==> config.mk <==
export PLATFORM = sky130hd
export DESIGN_NAME = nrbh_ram
export DESIGN_NICKNAME = d
export VERILOG_FILES = /design/src/hdl/nrbh_ram.sv
export SDC_FILE = /design/constraint.sdc
export NUM_CORES = 1
export LEC_CHECK = 0
export BUFFER_PORTS_ARGS = -buffer_cell sky130_fd_sc_hd__buf_2
export CAP_MARGIN = 20
export CORE_UTILIZATION = 54
export DETAILED_ROUTE_END_ITERATION = 8
export PLACE_DENSITY = 0.76
export SLEW_MARGIN = 25
export SYNTH_ARGS = -nofsm -noshare
export SYNTH_HDL_FRONTEND = slang
export SYNTH_SLANG_ARGS = --single-unit
==> constraint.sdc <==
create_clock -name clk -period 1.6 [get_ports clk]
set_input_delay 0.08 -clock clk [delete_from_list [all_inputs] [get_ports clk]]
set_output_delay 0.08 -clock clk [all_outputs]
set_load 0.01 [all_outputs]
==> src/hdl/nrbh_ram.sv <==
`default_nettype none
module nrbh_ram #(
  parameter int WIDTH = 8,
  parameter int DEPTH = 16
) (
  input  wire logic                                          clk,
  input  wire logic                                          we,
  input  wire logic [((DEPTH > 1) ? $clog2(DEPTH) : 1)-1:0]  waddr,
  input  wire logic [WIDTH-1:0]                              wdata,
  input  wire logic                                          re,
  input  wire logic [((DEPTH > 1) ? $clog2(DEPTH) : 1)-1:0]  raddr,
  output logic      [WIDTH-1:0]                              rdata
);
  logic [WIDTH-1:0] mem [DEPTH];

  always_ff @(posedge clk) begin
    if (we) begin
      mem[waddr] <= wdata;
    end
    if (re) begin
      rdata <= mem[raddr];
    end
  end
endmodule
`default_nettype wire

==> results_dict.tcl, run 1 <==
set metrics [dict create \
    synthCells 229 \
    synth_area_leaders "edfxtp_1 (78%), mux4_2 (7.8%), mux4_1 (7.0%)" \
    die_area_sq_um 10080 \
    clk_latency_ps 510 \
    overflow 0 \
    worst_slack_ps 54.74 \
    cp_top_family "multiplexers" \
    cts_root_buf "clkbuf_8" \
    syn_area_per_cell_sq_um 22.83 \
    ys_warn_count 0 \
    min_period_over_period_pct 96.58 \
    die_y_um 100.4 \
    hold_viol_final 0 \
    fin_area_sq_um 6344 \
    wl_um 10040 \
    mostFrequentLayoutCell "edfxtp_1" \
    cpMaxStageDelayCell "mux4_1" \
    endpoint_kind "flop" \
    ys_ff_latch 136 \
    grt_pass1_vias 2683 \
    ys_types 18 \
    place.gp.congestion 0.7204 \
    cts_tree "built" \
    rows 35 \
    synth_area_sq_um 5228 \
    timing.setup.tns_ps 0 \
    ir_worst_vdd_mv 0.5386 \
    dp_cells 399 \
    yosysTopAreaCell "edfxtp_1" \
    num_antenna_cells 0 \
    dp.final_hpwl_um 6203 \
    grt_pass1_wl_um 15240 \
    cts_hold_buf 9 \
    skew_ps 12.55 \
    crit_required_ps 1860 \
    clk_path_buf_depth 2 \
    status "finished clean" \
    first_pass_iters 5 \
    power_density_nw_per_um2 1289 \
    postCtsSetupBuffers 0 \
    dp_slack_ps -137.4 \
    path_max_fanout 1 \
    cp_slowest_stage_delay_ps 550 \
    viasPerCell 5.859 \
    drv_cap 0 \
    worst_pin_slew_ps 432.3 \
    final_cell_mix "edfxtp_1 (136), buf_2 (26), buf_4 (21)" \
    port_buffers 26 \
    relSlewSlack_pct 71.18 \
    h-tree-depth 4 \
    die_x_um 100.4 \
    min_path_type "in -> reg" \
    hold_ws_ps 126.5 \
    grt_max_degree 20 \
    grt_antenna_before_repair 0 \
    start_util_pct 56.04 \
    leakage_nw 2.167 \
    placed_area_sq_um 5670 \
    drc_errors 0 \
    syn_nets 248 \
    drive_gt1_share_pct 32.80 \
    n_fill_cell 565 \
    cts-buffers-inserted 17 \
    num_vias 2578 \
    cts_resized 0 \
    clk_pin_slew_worst_paths_ps 60 \
    grt_setup_unrepaired "false" \
    cp_cell_sequence "mux4_1 -> a22oi_1 -> nand2_1" \
    setup_viol 0 \
    worst_setup_path_start_kind "flop" \
    clock_sinks 136 \
    first_iter_violations 197 \
    arrival_ps 1800 \
    post-synth-top-area-fraction_pct 78.12 \
    wl_per_cell_um 22.81 \
    grt_usage_pct 22.09 \
    fin_nets 317 \
    crit_buf_inv 0 \
    area_growth_pct 21.35 \
    max_freq_mhz 647.1 \
    finalMaxSlewViolations 0 \
    fin_cells 440 \
    io_pins 27 \
    critPathKind "reg -> reg" \
    ant_nets 0 \
    finalCriticalPeriod_ps 1545 \
    core_sq_um 9328 \
    ys_seq_area_share_pct 78.12 \
]
==> final timing paths <==
| path | start | end | slack, ps | cells after the start |
|---|---|---|---|---|
| setup reg to reg | mem[2][5]$_DFFE_PP_ | rdata[5]$_DFFE_PP_ | 50 | 3 |
| hold / removal | waddr[0] | mem[8][2]$_DFFE_PP_ | 130 | 3 |
| hold reg to reg | mem[9][4]$_DFFE_PP_ | rdata[4]$_DFFE_PP_ | 760 | 3 |
| setup / recovery | mem[2][5]$_DFFE_PP_ | rdata[5]$_DFFE_PP_ | 50 | 3 |
==> kinds of logic (layout without fill, tap and decap cells) <==
logic type      Yosys count  after routing  synth area share, %
simple gates             35             35                3.136
flops                   136            136                78.12
mux                      32             32                14.79
compound gates           16             16                2.298
buf+inv                  10             92                1.651
==> synth_stat cells (all sizes together) <==
| library cell | count |
|---|---|
| a22oi | 16 |
| mux4 | 32 |
| nand3b | 2 |
| nor3 | 4 |
| nand2 | 9 |
| nand2b | 2 |
| nor2b | 1 |
| and2 | 1 |
| nor2 | 13 |
| buf | 7 |
| edfxtp | 136 |
| clkdlybuf4s25 | 3 |
| nand3 | 1 |
| and2b | 1 |
| or3b | 1 |
==> per-stage QoR <==
stage                     total power [W]  utilization [%]
after detailed placement         0.004500            60.79
after global routing             0.008408            68.01
after floorplan                  0.004315                -
after CTS                        0.008217            68.01
final                            0.008175            68.01
after global placement           0.004488            60.79
==> worst min-delay path, cell delays in order <==
cell,delay [ps]
buf_2,140
nor3_1,60
buf_4,180
==> layout make-up <==
| type | instances | area, sq um | area share [%] |
|---|---|---|---|
| timing repair buffer | 60 | 457.9 | 7.219 |
| sequential | 136 | 4084 | 64.38 |
| clock inverter | 15 | 168.9 | 2.663 |
| tap | 129 | 161.4 | 2.544 |
| clock buffer | 17 | 414.1 | 6.529 |
| multi-input combinational | 83 | 1057 | 16.67 |
==> sequential cells by signal, summed over array words and instances (netlist names) <==
signal / cells
mem: 128
rdata: 8
==> routing by layer <==
metal / track usage [%] / share of wire, % / up-vias
li1: - / - / 1125
met1: 29.55 / 41 / 1321
met2: 35.35 / 51 / 124
met3: 5.710 / 6.9 / 8
met4: 8.473 / 1.3 / 0
met5: 0 / 0 / -
==> power breakdown <==
group | internal (W) | switching [W] | total (W)
combinational | 0.000187 | 0.000223 | 0.000410
sequential | 0.00401 | 0.0000222 | 0.00404
clock | 0.00224 | 0.00149 | 0.00373
Note: power is estimated with default switching activity, not from simulation.
==> inputs of run 2 (changes only) <==
==> constraint.sdc (replaced) <==
create_clock -name clk -period 1.4 [get_ports clk]
set_input_delay 0.07 -clock clk [delete_from_list [all_inputs] [get_ports clk]]
set_output_delay 0.07 -clock clk [all_outputs]
set_load 0.01 [all_outputs]
==> run 2 against run 1 <==
  * The run now ends with negative setup slack left
  * Cell count stayed put
  * Clock skew down 3.1 ps
  * Die area unchanged
  * Non-clock buffer count is 1 higher
  * Design area shrank 0.26%
  * Global-route usage rose by 0.26 points
  * Routed wire length shrank 0.70%
  * Largest cell class unchanged
  * First-iteration DRC count rose by 5.6%
  * Maximum frequency increased by 9.3%
==> results_dict.tcl, run 2 (synthesized netlist as in run 1, its figures left out) <==
set metrics [dict create \
    status "finished, violations left" \
    violations "negative setup slack" \
    grt_antenna_before_repair 0 \
    cp_top_family "multiplexers" \
    cts_tree "built" \
    clk_latency_ps 520 \
    netSwitchingPower_w 0.001784 \
    crit_buf_inv 0 \
    mostFrequentLayoutCell "edfxtp_1" \
    clk_pin_slew_worst_paths_ps 60 \
    place.gp.congestion 0.7206 \
    grt_max_degree 28 \
    fin_area_sq_um 6327 \
    ant_nets 0 \
    core_sq_um 9328 \
    postLayoutCoreUtil_pct 67.83 \
    num_vias 2485 \
    first_iter_violations 208 \
    clkPwrFrac_pct 44.8 \
    hold_ws_ps 88.51 \
    start_util_pct 56.04 \
    grt_pass1_vias 2633 \
    wl_per_cell_um 22.65 \
    worst_slack_ps -14.19 \
    viasPerCell 5.648 \
    io_pins 27 \
    num_antenna_cells 0 \
    leakage_nw 2.122 \
    fin_nets 318 \
    n_fill_cell 591 \
    r2r_cells 3 \
    die_y_um 100.4 \
    critPathKind "reg -> reg" \
    crit_required_ps 1670 \
    endpoint_kind "flop" \
    hold_viol_final 0 \
    min_period_over_period_pct 101.0 \
    top_regs "mem: 128 flops, rdata: 8 flops" \
    setup_viol 1 \
    largest-register "mem" \
    cts_root_buf "clkbuf_8" \
    path_max_fanout 1 \
    die_x_um 100.4 \
    finalMaxSlewViolations 0 \
    holdPathStages 3 \
    cp_slowest_stage_delay_ps 490 \
    arrival_ps 1680 \
    largest_reg_flops 128 \
    placed_area_sq_um 5670 \
    regToRegStartpoint "mem[3][1]$_DFFE_PP_" \
    first_pass_iters 4 \
    worst_pin_slew_ps 855.1 \
    drc_errors 0 \
    max_freq_mhz 707.1 \
    dp_slack_ps -252.7 \
    cp_cell_sequence "mux4_2 -> a22oi_2 -> nand2_1" \
    worst_setup_path_start_kind "flop" \
    power_density_nw_per_um2 1463 \
    final_cell_mix "edfxtp_1 (136), mux4_2 (31), buf_2 (26)" \
    overflow 0 \
    hold_end "mem[0][1]$_DFFE_PP_" \
    min_path_type "in -> reg" \
    grt_pass1_wl_um 15430 \
    grt_setup_unrepaired "true" \
    finalCriticalPeriod_ps 1414 \
    skew_ps 9.410 \
    wl_um 9965 \
    clk_path_buf_depth 2 \
    area_growth_pct 21.04 \
    seq_power_share_pct 49.8 \
    timing.setup.tns_ps -14.19 \
    reg2reg_to "rdata[1]$_DFFE_PP_" \
    path_depth 3 \
    power.share.combinational_pct 5.3 \
    rrSetupSlack_ps -10 \
    hp-start "waddr[0]" \
    dp.final_hpwl_um 6288 \
    h-tree-depth 4 \
    cpMaxStageDelayCell "mux4_2" \
    internal-power_w 0.007475 \
    drive_gt1_share_pct 39.55 \
    grt_usage_pct 22.35 \
    die_area_sq_um 10080 \
    clock_sinks 136 \
    rows 35 \
    switching_share_pct 19.27 \
    cts-buffers-inserted 17 \
    ir_worst_vdd_mv 0.7996 \
    relSlewSlack_pct 42.78 \
    port_buffers 26 \
    drv_cap 0 \
]
run 2: cell types whose count changed in the layout (fill, tap and decap cells not counted), sizes merged:
| cell | previous run | this run |
|---|---|---|
| buf | 51 | 52 |
| bufinv | 2 | 3 |
| clkbuf | 17 | 19 |
| inv | 4 | 0 |
| clkinvlp | 4 | 1 |
| clkinv | 5 | 8 |
run 2: layout make-up:
type                    instances  area [sq um]  area share, %
well taps                     129         161.4          2.551
clock buffers                  19         421.7          6.664
clock inverters                12         133.9          2.116
multi-input cells              83          1074          16.97
flip-flops and latches        136          4084          64.54
repair buffers                 61         452.9          7.158
run 2: through the flow:
| stage | total power (W) | cells |
|---|---|---|
| after floorplan | 0.004932 | 229 |
| after global placement | 0.005120 | 400 |
| after detailed placement | 0.005140 | 400 |
| after CTS | 0.009315 | 440 |
| after global routing | 0.009549 | 440 |
| final | 0.009260 | 440 |
run 2: worst max path at each step:
stage / startpoint / end / slack [ps]
2_1_floorplan: raddr[0] / rdata[1]$_DFFE_PP_ / 50
3_3_place_gp: raddr[0] / rdata[3]$_DFFE_PP_ / -270
3_5_place_dp: raddr[0] / rdata[1]$_DFFE_PP_ / -250
4_1_cts: mem[3][1]$_DFFE_PP_ / rdata[1]$_DFFE_PP_ / -20
5_1_grt: mem[3][1]$_DFFE_PP_ / rdata[1]$_DFFE_PP_ / -60
6_report: mem[3][1]$_DFFE_PP_ / rdata[1]$_DFFE_PP_ / -10
run 2: per-layer routing:
layer	global-route usage (%)	vias up	wire length [um]
met3	5.501	9	462
li1	-	1111	-
met2	35.51	93	5048
met5	0	-	0
met4	9.253	0	122
met1	30.08	1272	4331
run 2: power by group through the flow:
stage	clock [W]	sequential [W]	combinational, W
2_1_floorplan	0	0.00470	0.000232
3_3_place_gp	0	0.00469	0.000427
3_5_place_dp	0	0.00470	0.000442
4_1_cts	0.00421	0.00462	0.000490
5_1_grt	0.00440	0.00462	0.000532
6_report	0.00415	0.00462	0.000492
run 2: repair_timing:
item / CTS / global route
pin swaps: 7 / 5
gates resized for setup: 18 / 7
gates cloned: 0 / 0
hold endpoints to repair: 136 / 0
endpoints found under the setup margin: 8 / 8
hold buffers: 9 / 0
setup buffers: 0 / 0
run 2: tightest hold or removal path, delay by kind of cell:
family | cells | cell delay [ps]
buf+inv | 2 | 300
simple gates | 1 | 70
